File: config.mk
export PLATFORM = sky130hd
export DESIGN_NAME = lru_block_buffer_cache
export DESIGN_NICKNAME = d
export VERILOG_FILES = /design/src/lbc_pkg.sv /design/src/lbc_store.sv /design/src/lbc_rank.sv /design/src/lbc_seq.sv /design/src/lru_block_buffer_cache.sv
export SDC_FILE = /design/constraint.sdc
export NUM_CORES = 2
export LEC_CHECK = 0
export BUFFER_PORTS_ARGS = -buffer_cell sky130_fd_sc_hd__clkbuf_2
export CORE_UTILIZATION = 61
export CTS_CLUSTER_SIZE = 20
export DETAILED_ROUTE_END_ITERATION = 7
export HOLD_SLACK_MARGIN = 0.02
export PLACE_DENSITY = 0.75
export SLEW_MARGIN = 20
export SYNTH_ARGS = -nofsm -noshare
export SYNTH_HDL_FRONTEND = slang
export SYNTH_HIERARCHICAL = 1
export SYNTH_SLANG_ARGS = --single-unit
File: constraint.sdc
create_clock -name clk_i -period 7.05 [get_ports clk_i]
set_input_delay 1.41 -clock clk_i [delete_from_list [all_inputs] [get_ports clk_i]]
set_output_delay 1.41 -clock clk_i [all_outputs]
set_load 0.01 [all_outputs]
File: src/lbc_pkg.sv
// Shared types and constants of the block buffer cache tag engine.
`timescale 1ns / 1ps

package lbc_pkg;

  localparam int BufCount = 32;
  localparam int SlotW = $clog2(BufCount);
  localparam int IdxW = $clog2(BufCount + 1);

  typedef enum logic [1:0] {
    CMD_GET     = 2'd0,
    CMD_RELEASE = 2'd1,
    CMD_PIN     = 2'd2,
    CMD_UNPIN   = 2'd3
  } cmd_e;

  typedef enum logic [2:0] {
    ST_OK      = 3'd0,
    ST_NO_FREE = 3'd1,
    ST_RANGE   = 3'd2,
    ST_UNDER   = 3'd3,
    ST_OVER    = 3'd4
  } status_e;

  typedef enum logic [0:0] {
    REG_DISK_BLOCKS = 1'd0,
    REG_NONE        = 1'd1
  } reg_e;

  typedef struct packed {
    logic        valid;
    logic [7:0]  count;
    logic [7:0]  dev;
    logic [15:0] blk;
  } entry_t;

  typedef struct packed {
    logic             rd_en;
    logic [SlotW-1:0] rd_addr;
    logic             wr_en;
    logic [SlotW-1:0] wr_addr;
    entry_t           wr_data;
  } store_req_t;

  typedef struct packed {
    logic [SlotW-1:0] rd_idx;
    logic             promote;
  } rank_req_t;

endpackage

File: src/lbc_store.sv
// Slot store: tags, reference counts and valid marks, one read and one write port.
`timescale 1ns / 1ps

module lbc_store (
  input  logic                clk_i,
  input  logic                rst_ni,
  input  lbc_pkg::store_req_t req_i,
  output lbc_pkg::entry_t     rd_data_o
);

  lbc_pkg::entry_t                mem [lbc_pkg::BufCount];
  logic [lbc_pkg::BufCount-1:0]   written_q;
  lbc_pkg::entry_t                rd_data_q;
  logic                           rd_written_q;

  always_ff @(posedge clk_i) begin
    if (req_i.wr_en) begin
      mem[req_i.wr_addr] <= req_i.wr_data;
    end
    if (req_i.rd_en) begin
      rd_data_q <= mem[req_i.rd_addr];
    end
  end

  always_ff @(posedge clk_i or negedge rst_ni) begin
    if (!rst_ni) begin
      written_q    <= '0;
      rd_written_q <= 1'b0;
    end else begin
      if (req_i.wr_en) begin
        written_q[req_i.wr_addr] <= 1'b1;
      end
      if (req_i.rd_en) begin
        rd_written_q <= written_q[req_i.rd_addr];
      end
    end
  end

  // never-written slots read as the reset value
  assign rd_data_o = rd_written_q ? rd_data_q : '0;

endmodule

File: src/lbc_rank.sv
// Recency ranks of all slots; rank 0 is the most recently released slot.
`timescale 1ns / 1ps

module lbc_rank (
  input  logic                        clk_i,
  input  logic                        rst_ni,
  input  lbc_pkg::rank_req_t          req_i,
  output logic [lbc_pkg::SlotW-1:0]   rank_o
);

  logic [lbc_pkg::SlotW-1:0] rank_q [lbc_pkg::BufCount];

  assign rank_o = rank_q[req_i.rd_idx];

  always_ff @(posedge clk_i or negedge rst_ni) begin
    if (!rst_ni) begin
      for (int i = 0; i < lbc_pkg::BufCount; i++) begin
        rank_q[i] <= lbc_pkg::SlotW'(lbc_pkg::BufCount - 1 - i);
      end
    end else if (req_i.promote) begin
      for (int i = 0; i < lbc_pkg::BufCount; i++) begin
        if (lbc_pkg::SlotW'(i) == req_i.rd_idx) begin
          rank_q[i] <= '0;
        end else if (rank_q[i] < rank_o) begin
          rank_q[i] <= rank_q[i] + 1'b1;
        end
      end
    end
  end

endmodule

File: src/lbc_seq.sv
// Command sequencer: slot scan with a shared tag/rank compare, then update and report.
`timescale 1ns / 1ps

module lbc_seq (
  input  logic                        clk_i,
  input  logic                        rst_ni,
  input  logic                        start,
  output logic                        busy,
  input  logic [1:0]                  command_i,
  input  logic [7:0]                  device_id_i,
  input  logic [15:0]                 block_number_i,
  input  logic [4:0]                  slot_index_i,
  input  logic [15:0]                 disk_blocks_i,
  output lbc_pkg::store_req_t         store_req_o,
  input  lbc_pkg::entry_t             rd_data_i,
  output lbc_pkg::rank_req_t          rank_req_o,
  input  logic [lbc_pkg::SlotW-1:0]   rank_i,
  output logic                        done_o,
  output logic [2:0]                  status_o,
  output logic [4:0]                  slot_o,
  output logic                        hit_o,
  output logic                        needs_fill_o,
  output logic [7:0]                  count_after_o
);

  typedef enum logic [1:0] {
    S_IDLE,
    S_SCAN,
    S_GET_END,
    S_SLOT
  } state_e;

  localparam int SlotW = lbc_pkg::SlotW;
  localparam int IdxW = lbc_pkg::IdxW;

  state_e               state_q;
  lbc_pkg::cmd_e        cmd_q;
  logic [7:0]           dev_q;
  logic [15:0]          blk_q;
  logic [SlotW-1:0]     si_q;
  logic [IdxW-1:0]      rd_idx_q;
  logic [SlotW-1:0]     chk_idx_q;
  logic                 found_q;
  logic [SlotW-1:0]     found_slot_q;
  logic [SlotW-1:0]     found_rank_q;
  logic [7:0]           found_cnt_q;
  logic                 found_valid_q;
  logic                 victim_q;
  logic [SlotW-1:0]     victim_slot_q;
  logic [SlotW-1:0]     victim_rank_q;
  logic                 done_q;
  lbc_pkg::status_e     status_q;
  logic [4:0]           slot_q;
  logic                 hit_q;
  logic                 fill_q;
  logic [7:0]           count_q;

  logic                 accept;
  lbc_pkg::cmd_e        cmd_in;
  logic                 blk_ok;
  logic                 si_ok;
  logic                 is_match;
  logic                 take_found;
  logic                 take_victim;
  logic                 slot_err;
  logic [7:0]           slot_cnt_new;

  assign busy   = (state_q != S_IDLE);
  assign accept = start && !busy;
  assign cmd_in = lbc_pkg::cmd_e'(command_i);
  assign blk_ok = (block_number_i < disk_blocks_i);
  assign si_ok  = (int'(slot_index_i) < lbc_pkg::BufCount);

  // shared compare of the entry under scan
  assign is_match    = (rd_data_i.dev == dev_q) && (rd_data_i.blk == blk_q);
  assign take_found  = is_match && (!found_q || (rank_i < found_rank_q));
  assign take_victim = (rd_data_i.count == 8'd0) && (!victim_q || (rank_i > victim_rank_q));

  always_comb begin
    if (cmd_q == lbc_pkg::CMD_PIN) begin
      slot_err     = (rd_data_i.count == 8'hFF);
      slot_cnt_new = rd_data_i.count + 8'd1;
    end else begin
      slot_err     = (rd_data_i.count == 8'd0);
      slot_cnt_new = rd_data_i.count - 8'd1;
    end
  end

  always_comb begin
    store_req_o         = '0;
    rank_req_o.rd_idx   = (state_q == S_SLOT) ? si_q : chk_idx_q;
    rank_req_o.promote  = 1'b0;
    unique case (state_q)
      S_IDLE: begin
        if (accept && cmd_in == lbc_pkg::CMD_GET && blk_ok) begin
          store_req_o.rd_en   = 1'b1;
          store_req_o.rd_addr = '0;
        end else if (accept && cmd_in != lbc_pkg::CMD_GET && si_ok) begin
          store_req_o.rd_en   = 1'b1;
          store_req_o.rd_addr = SlotW'(slot_index_i);
        end
      end
      S_SCAN: begin
        if (rd_idx_q < IdxW'(lbc_pkg::BufCount)) begin
          store_req_o.rd_en   = 1'b1;
          store_req_o.rd_addr = rd_idx_q[SlotW-1:0];
        end
      end
      S_GET_END: begin
        if (found_q) begin
          if (found_cnt_q != 8'hFF) begin
            store_req_o.wr_en   = 1'b1;
            store_req_o.wr_addr = found_slot_q;
            store_req_o.wr_data = '{valid: 1'b1, count: found_cnt_q + 8'd1,
                                    dev: dev_q, blk: blk_q};
          end
        end else if (victim_q) begin
          store_req_o.wr_en   = 1'b1;
          store_req_o.wr_addr = victim_slot_q;
          store_req_o.wr_data = '{valid: 1'b1, count: 8'd1, dev: dev_q, blk: blk_q};
        end
      end
      S_SLOT: begin
        if (!slot_err) begin
          store_req_o.wr_en         = 1'b1;
          store_req_o.wr_addr       = si_q;
          store_req_o.wr_data       = rd_data_i;
          store_req_o.wr_data.count = slot_cnt_new;
          rank_req_o.promote = (cmd_q == lbc_pkg::CMD_RELEASE) && (slot_cnt_new == 8'd0);
        end
      end
      default: begin
      end
    endcase
  end

  always_ff @(posedge clk_i or negedge rst_ni) begin
    if (!rst_ni) begin
      state_q       <= S_IDLE;
      cmd_q         <= lbc_pkg::CMD_GET;
      dev_q         <= '0;
      blk_q         <= '0;
      si_q          <= '0;
      rd_idx_q      <= '0;
      chk_idx_q     <= '0;
      found_q       <= 1'b0;
      found_slot_q  <= '0;
      found_rank_q  <= '0;
      found_cnt_q   <= '0;
      found_valid_q <= 1'b0;
      victim_q      <= 1'b0;
      victim_slot_q <= '0;
      victim_rank_q <= '0;
      done_q        <= 1'b0;
      status_q      <= lbc_pkg::ST_OK;
      slot_q        <= '0;
      hit_q         <= 1'b0;
      fill_q        <= 1'b0;
      count_q       <= '0;
    end else begin
      done_q <= 1'b0;
      unique case (state_q)
        S_IDLE: begin
          if (accept) begin
            cmd_q     <= cmd_in;
            dev_q     <= device_id_i;
            blk_q     <= block_number_i;
            si_q      <= SlotW'(slot_index_i);
            found_q   <= 1'b0;
            victim_q  <= 1'b0;
            rd_idx_q  <= IdxW'(1);
            chk_idx_q <= '0;
            hit_q     <= 1'b0;
            fill_q    <= 1'b0;
            count_q   <= '0;
            if (cmd_in == lbc_pkg::CMD_GET) begin
              if (blk_ok) begin
                state_q <= S_SCAN;
              end else begin
                done_q   <= 1'b1;
                status_q <= lbc_pkg::ST_RANGE;
                slot_q   <= '0;
              end
            end else if (si_ok) begin
              state_q <= S_SLOT;
            end else begin
              done_q   <= 1'b1;
              status_q <= lbc_pkg::ST_OK;
              slot_q   <= slot_index_i;
            end
          end
        end
        S_SCAN: begin
          if (rd_idx_q < IdxW'(lbc_pkg::BufCount)) begin
            rd_idx_q <= rd_idx_q + 1'b1;
          end
          if (take_found) begin
            found_q       <= 1'b1;
            found_slot_q  <= chk_idx_q;
            found_rank_q  <= rank_i;
            found_cnt_q   <= rd_data_i.count;
            found_valid_q <= rd_data_i.valid;
          end
          if (take_victim) begin
            victim_q      <= 1'b1;
            victim_slot_q <= chk_idx_q;
            victim_rank_q <= rank_i;
          end
          chk_idx_q <= chk_idx_q + 1'b1;
          if (chk_idx_q == SlotW'(lbc_pkg::BufCount - 1)) begin
            state_q <= S_GET_END;
          end
        end
        S_GET_END: begin
          state_q <= S_IDLE;
          done_q  <= 1'b1;
          if (found_q) begin
            slot_q <= 5'(found_slot_q);
            hit_q  <= 1'b1;
            if (found_cnt_q == 8'hFF) begin
              status_q <= lbc_pkg::ST_OVER;
              count_q  <= 8'hFF;
            end else begin
              status_q <= lbc_pkg::ST_OK;
              count_q  <= found_cnt_q + 8'd1;
              fill_q   <= !found_valid_q;
            end
          end else if (victim_q) begin
            status_q <= lbc_pkg::ST_OK;
            slot_q   <= 5'(victim_slot_q);
            count_q  <= 8'd1;
            fill_q   <= 1'b1;
          end else begin
            status_q <= lbc_pkg::ST_NO_FREE;
            slot_q   <= '0;
          end
        end
        S_SLOT: begin
          state_q <= S_IDLE;
          done_q  <= 1'b1;
          slot_q  <= 5'(si_q);
          if (slot_err) begin
            status_q <= (cmd_q == lbc_pkg::CMD_PIN) ? lbc_pkg::ST_OVER : lbc_pkg::ST_UNDER;
            count_q  <= rd_data_i.count;
          end else begin
            status_q <= lbc_pkg::ST_OK;
            count_q  <= slot_cnt_new;
          end
        end
        default: begin
          state_q <= S_IDLE;
        end
      endcase
    end
  end

  assign done_o        = done_q;
  assign status_o      = status_q;
  assign slot_o        = slot_q;
  assign hit_o         = hit_q;
  assign needs_fill_o  = fill_q;
  assign count_after_o = count_q;

endmodule

File: src/lru_block_buffer_cache.sv
// Top level of the block buffer cache tag and replacement engine.
// Usage:
//   A transaction is taken at a rising edge with start high and busy low; its
//   fields are command_i, device_id_i, block_number_i and slot_index_i.
//   Each transaction yields exactly one result on status_o, slot_o, hit_o,
//   needs_fill_o and count_after_o, valid for the single cycle done_o is high.
//   The receiver cannot stall; results must be taken when done_o is high.
// Command flow:
//   get in range: one store read per slot, 32 slots scanned by the single store
//     port and the shared tag/rank comparator, then the update and report step.
//   release, pin, unpin: one store read, one write-back.
//   get out of range, or slot beyond the buffer count: result with no store access.
//   busy drops in the cycle done_o rises, so the next transaction may start then.
// Configuration:
//   disk_blocks at byte address 0 over the APB port (write or read, no wait).
// Reset:
//   rst_ni low clears all slot tags, counts and valid marks at once and sets
//   the recency order to slot 0 least recent; disk_blocks returns to 2048.
`timescale 1ns / 1ps

module lru_block_buffer_cache (
  input  logic        clk_i,
  input  logic        rst_ni,
  input  logic        psel,
  input  logic        penable,
  input  logic        pwrite,
  input  logic [2:0]  paddr,
  input  logic [31:0] pwdata,
  output logic [31:0] prdata,
  output logic        pready,
  input  logic        start,
  output logic        busy,
  input  logic [1:0]  command_i,
  input  logic [7:0]  device_id_i,
  input  logic [15:0] block_number_i,
  input  logic [4:0]  slot_index_i,
  output logic        done_o,
  output logic [2:0]  status_o,
  output logic [4:0]  slot_o,
  output logic        hit_o,
  output logic        needs_fill_o,
  output logic [7:0]  count_after_o
);

  logic [15:0]                disk_blocks_q;
  lbc_pkg::reg_e              reg_sel;
  lbc_pkg::store_req_t        store_req;
  lbc_pkg::entry_t            rd_data;
  lbc_pkg::rank_req_t         rank_req;
  logic [lbc_pkg::SlotW-1:0]  rank;

  assign reg_sel = lbc_pkg::reg_e'(paddr[2]);
  assign pready  = 1'b1;

  always_comb begin
    unique case (reg_sel)
      lbc_pkg::REG_DISK_BLOCKS: prdata = {16'd0, disk_blocks_q};
      default:                  prdata = '0;
    endcase
  end

  always_ff @(posedge clk_i or negedge rst_ni) begin
    if (!rst_ni) begin
      disk_blocks_q <= 16'd2048;
    end else if (psel && penable && pwrite && pready &&
                 reg_sel == lbc_pkg::REG_DISK_BLOCKS) begin
      disk_blocks_q <= pwdata[15:0];
    end
  end

  lbc_seq u_seq (
    .clk_i         (clk_i),
    .rst_ni        (rst_ni),
    .start         (start),
    .busy          (busy),
    .command_i     (command_i),
    .device_id_i   (device_id_i),
    .block_number_i(block_number_i),
    .slot_index_i  (slot_index_i),
    .disk_blocks_i (disk_blocks_q),
    .store_req_o   (store_req),
    .rd_data_i     (rd_data),
    .rank_req_o    (rank_req),
    .rank_i        (rank),
    .done_o        (done_o),
    .status_o      (status_o),
    .slot_o        (slot_o),
    .hit_o         (hit_o),
    .needs_fill_o  (needs_fill_o),
    .count_after_o (count_after_o)
  );

  lbc_store u_store (
    .clk_i    (clk_i),
    .rst_ni   (rst_ni),
    .req_i    (store_req),
    .rd_data_o(rd_data)
  );

  lbc_rank u_rank (
    .clk_i (clk_i),
    .rst_ni(rst_ni),
    .req_i (rank_req),
    .rank_o(rank)
  );

endmodule

Yosys cells after proc, flatten, opt, wreduce, memory -nomap -nowiden
Memory sizes are Yosys's and may differ from the RTL's. A register that Yosys moved wholly into a read port is not among the register bits.
Index checks and enable logic that the tools add are counted.
{ "op_classes": {"n_bitwise": 3, "shifts": 0, "n_mul": 0, "mux": 135, "order_cmp": 40, "n_div": 0, "n_reduce_logical": 105, "eq_ne": 53, "add_sub_neg": 37} }
{ "ops": {"columns": ["operator", "count"], "rows": [
  ["5-bit two-way mux", 73],
  ["5-bit by 1-bit adder with 5-bit output, second input constant", 33],
  ["5-bit less-than comparator", 33],
  ["39-bit two-way mux", 4],
  ["5-bit equality test, first input constant", 16],
  ["39-bit one-hot mux with 2 select lines", 1],
  ["2-bit AND reduction", 36],
  ["2-bit nonzero test", 36],
  ["8-bit two-way mux", 6],
  ["4-bit by 5-bit equality test with 1-bit output, first input constant", 8],
  ["33-bit two-way mux", 1],
  ["32-bit bitwise OR", 1],
  ["6-bit two-way mux", 5],
  ["5-bit binary-select mux with 5-bit select", 1],
  ["6-bit one-hot mux with 2 select lines", 2],
  ["8-bit one-hot mux with 3 select lines", 1],
  ["3-bit two-way mux", 7],
  ["3-bit by 5-bit equality test with 1-bit output, first input constant", 4],
  ["1-bit two-way mux", 18],
  ["3-bit AND reduction", 6],
  ["8-bit by 1-bit adder with 8-bit output, second input constant", 2],
  ["16-bit equality test", 1],
  ["8-bit equality test, second input constant", 2],
  ["8-bit zero test", 2],
  ["39 further kinds", 74]
]} }
{ "word_totals": {"memories": 1, "wordCells": 430, "mem_bits_rw": 1056, "reg_bits": 303, "out_inout_bits": 53, "mem_bits_ro": 0, "input_bits": 72, "latchBits": 0} }
{ "memory_table": {"columns": ["name", "depth", "width", "rd", "rd_clocked_by_memory_dff", "wr", "line", "source"], "rows": [
  ["u_store.mem", 32, 33, 1, 1, 1, "lbc_store.sv:11", "lbc_pkg::entry_t mem [lbc_pkg::BufCount];"]
]} }

Logic depth before layout (Yosys ltp)
{ "logic_depth": {"word_depth": 11, "ltp_mapped": 21, "depth_no_buf": 15} }

Modules after synthesis
The synthesis kept the hierarchy.
{ "by_module_without_submodules": {"columns": ["mod", "seq_area_each_um2", "instances", "area_per_inst_um2", "cells_per_inst"], "rows": [
  ["lbc_store", 33527.2, 1, 42647.2, 1720],
  ["lbc_rank", 4103.9, 1, 13714.4, 1387],
  ["lbc_seq", 2352.3, 1, 5826.8, 638],
  ["lru_block_buffer_cache", 401.6, 1, 900.9, 70]
]} }

Least setup slack after synthesis
OpenSTA, ideal clock, no wires.
{ "synth_timing": {"path_type": "reg2reg", "start": "reg u_seq.state_q[0]", "end": "reg u_rank/rank_q[29] in the netlist's numbering", "path_stages_with_launch": 18, "setup_slack_ps": 1055, "path_buffers": 4, "period_less_slack_ps": 5995, "setup_time_ps": 133, "arrival_time_ps": 5861, "required_time_ps": 6917, "path_cell_list": "dfrtp_1 and2_1 clkbuf_1 nand2_1 nand2_1 buf_2 buf_4 clkbuf_1 mux4_2 mux4_2 mux2i_1 ha_1 a21o_1 a21o_1 a211oi_1 a21oi_1 o21ai_0 o32ai_2"} }
{ "synth_rtl": {"columns": ["item", "line", "source"], "rows": [
  ["start: declaration", "lbc_seq.sv:36", "state_e state_q;"],
  ["start signal: assignment", "lbc_seq.sv:139", "state_q <= S_IDLE;"],
  ["start signal: assignment", "lbc_seq.sv:178", "state_q <= S_SCAN;"],
  ["start signal: assignment", "lbc_seq.sv:185", "state_q <= S_SLOT;"],
  ["end signal: indexed assignment", "lbc_rank.sv:18", "rank_q[i] <= lbc_pkg::SlotW'(lbc_pkg::BufCount - 1 - i);"],
  ["end signal: indexed assignment", "lbc_rank.sv:25", "rank_q[i] <= rank_q[i] + 1'b1;"],
  ["end: declaration", "lbc_rank.sv:11", "logic [lbc_pkg::SlotW-1:0] rank_q [lbc_pkg::BufCount];"]
]} }

==> impl_metrics.toml <==
[drt]
finalWirelength_mm = 162
avgRoutedWirePerCell_um = 29.6
drt_iter0_markers = 4234
vias_per_cell = 6.84
drt_pass1_iterations = 6
detail-route-antenna-nets = 0
drc = 0
num_vias = 37400

[worst_setup_path]
crit_type = "flip-flop to flip-flop"
crit_path_max_fanout = 31
endpoint_kind = "flip-flop"
ff2ff_setup_slack_ns = 1.38
required_ns = 7.69
cp-start-kind = "flip-flop"
worstPathArrival_ns = 6.31

[sta]
worstMarginPinSlew_ns = 1.18
setup_tns_ns = 0
period_share_pct = 80.4
setup-violations-final = 0
max_slew_margin_pct = 21.2
hold_violations = 0
fin_ws_ns = 1.38
holdWs_ns = 0.467
finalCriticalPeriod_ns = 5.67
rsz0062_at_grt = "false"
fmax_mhz = 176
skew_ns = 0.0255
drv_slew = 0

[yosys]
netlist_area_um2 = 63100
synth_ff_type = "edfxtp_1"
synth_top_area_cell = "edfxtp_1"
synth_edf_count = 1089
ys_types = 87
synth_top_area_share_pct = 51.8
seq_area_frac_synth_pct = 64.0
yosys_warnings = 6
avgSynthCellArea_um2 = 16.5
netlist_instances = 3815
synth.area.top_cells = "edfxtp_1 52%, mux4_2 13%, dfrtp_1 8.8%, ha_1 3.9%, dfstp_2 3.4%"
synthArstFlopShare_pct = 21.8
yosys_register_bits = 1392

[power]
power.density_nw_per_um2 = 354
leakagePower_nw = 25.4
finalPower_w = 0.0250
vdd.ir_drop.worst_mv = 0.302

[global_route]
grt_pass1_vias = 36900
grt_overflow = 0
grtUsageTotal_pct = 31.6
grt_pass1_wl_mm = 240
grt_max_degree = 146
antenna_found_initial = 1

[placed_design]
routabilityCongestion = 0.849
dp_slack_ns = 1.48
hpwlAfterDp_mm = 94.0
dpl.cell_count = 5209
io_buffer_count = 89

[layout]
layout_common_cells = "1089 x edfxtp_1, 370 x mux4_2, 222 x dfrtp_1"
final_common_cell = "edfxtp_1"
n_fill_cell = 6513
final-instance-count-excl-fill = 5475
drive_gt1_share_pct = 25.0
num-nets-final = 4259
syn_to_final_growth_pct = 11.7

[clocking]
ctsResizeCount = 0
clk_latency_ns = 0.78
clkSinkCount = 1392
htree_num_levels = 4
post-cts-setup-buffer-count = 0
root_buffer = "clkbuf_16"
clkSlewWorstSetupHoldPaths_ns = 0.06
cts_buffers = 141
cts_hold_buf = 0
tritoncts = "built"
clockBufferDepth = 3

[floorplan]
ioPinCount = 125
num_rows = 117
dieArea_um2 = 105000
initial_utilization_pct = 61.7
coreArea_um2 = 102000
die_x_um = 324
die_h_um = 324

[run_status]
status = "finished clean"

[run]
maxCapViolCount = 0

[worst_hold_path]
hold_class = "flip-flop to flip-flop"
-- worst max-delay path, cell delays in order (launching register included) --
cell and delay, ns:
dfrtp_1 0.61, and2_1 0.47, nand2_1 0.12, nand2_2 0.52
buf_12 0.28, mux4_2 0.36, mux4_2 0.54, mux2i_4 0.53
buf_12 0.30, ha_1 0.28, and4_1 0.20, a211oi_1 0.75
a21oi_1 0.16, o21ai_0 0.24, o32ai_2 0.12
-- synth_stat cells, types with 18 or more instances --
| master | instances |
|---|---|
| edfxtp_1 | 1089 |
| mux4_2 | 370 |
| dfrtp_1 | 222 |
| nand2_1 | 215 |
| ha_1 | 198 |
| nor2_1 | 161 |
| a21o_1 | 108 |
| a22o_1 | 94 |
| clkbuf_1 | 86 |
| a21oi_1 | 84 |
| dfstp_2 | 81 |
| o21ai_0 | 80 |
| nand3_1 | 79 |
| inv_1 | 68 |
| a211oi_1 | 65 |
| xor2_1 | 49 |
| and3_1 | 45 |
| and2_1 | 44 |
| mux2_2 | 40 |
| xnor2_1 | 39 |
| mux2i_1 | 36 |
| or2_2 | 35 |
| buf_2 | 33 |
| buf_4 | 33 |
| and4_1 | 31 |
| a32o_1 | 30 |
| mux2_1 | 29 |
| nor2b_1 | 23 |
| o22ai_1 | 23 |
| nand2b_1 | 20 |
| a31o_2 | 19 |
| o21ai_1 | 19 |
| nand3b_1 | 18 |
-- registers in the layout (all words and copies together), names as in the netlist, 3 cells and up --
| signal | count |
|---|---|
| u_store/mem | 1056 |
| u_seq/found_cnt_q | 8 |
| u_seq/slot_o | 5 |
| u_seq/victim_rank_q | 5 |
| u_store/written_q | 32 |
| u_seq/found_slot_q | 5 |
| u_seq/found_rank_q | 5 |
| u_seq/chk_idx_q | 5 |
| u_seq/victim_slot_q | 5 |
| u_store/rd_data_q | 33 |
| u_seq/count_after_o | 8 |
| u_rank/rank_q | 160 |
| u_seq/status_o | 3 |
| u_seq/rd_idx_q | 6 |
| disk_blocks_q | 16 |
| u_seq/si_q | 5 |
| u_seq/dev_q | 8 |
| u_seq/blk_q | 16 |
-- per-layer routing --
layer | track usage [%] | vias up | routed length, um
met3 | 6.66 | 334 | 17600
met1 | 44.2 | 19300 | 62600
met5 | 0 | - | 13
met4 | 10.5 | 2 | 4840
met2 | 50.0 | 2141 | 77000
li1 | - | 15700 | -
-- where the power goes --
group          internal [W]  total [W]  switching [W]
Clock               0.00421    0.00738        0.00317
Combinational       0.00348    0.00774        0.00426
Sequential          0.00956    0.00985       0.000281
Total                0.0173     0.0250        0.00771
-- worst paths after layout --
check | start | to | cells past startpoint
min in group asynchronous | rst_ni | u_seq/found_cnt_q[6] | 1
max in group asynchronous | rst_ni | u_rank/rank_q[74] | 2
worst min-delay path | u_store/written_q[21] | u_store/written_q[21] | 1
worst max-delay path | u_seq/state_q[0] | u_rank/rank_q[59] | 14
worst max register to register | u_seq/state_q[0] | u_rank/rank_q[59] | 14
worst min register to register | u_store/written_q[21] | u_store/written_q[21] | 1
-- final cells by class --
cell class	count	area, um^2	share of cell area [%]
sequential	1392	40400	57.3
multi-input combinational	2191	22000	31.2
clock buffer	196	3840	5.45
tap	1368	1710	2.43
timing repair buffer	193	1580	2.24
clock inverter	64	667	0.947
inverter	69	259	0.368
antenna	2	5.00	0.00710
-- logic make-up (layout without fill, tap and decap cells) --
group	Yosys count	after routing	synth area share (%)
flip-flops	1392	1392	64.0
AND/OR/NAND/NOR	759	759	6.20
AO/OA/AOI/OAI	643	643	7.46
multiplexers	485	485	15.2
buffers and inverters	247	522	1.89
adder cells (fa/ha/maj)	199	199	3.96
XOR/XNOR	88	88	1.22
other	2	19	0.0119
-- per-stage QoR --
| step | util (%) | area [um^2] |
|---|---|---|
| after floorplan | - | 63100 |
| after CTS | 68.8 | 70300 |
| after detailed placement | 64.4 | 65800 |
| final | 68.9 | 70500 |
| after global placement | 64.3 | 65700 |
| after global routing | 68.9 | 70400 |
No activity file was read; power rests on OpenSTA's default activity.
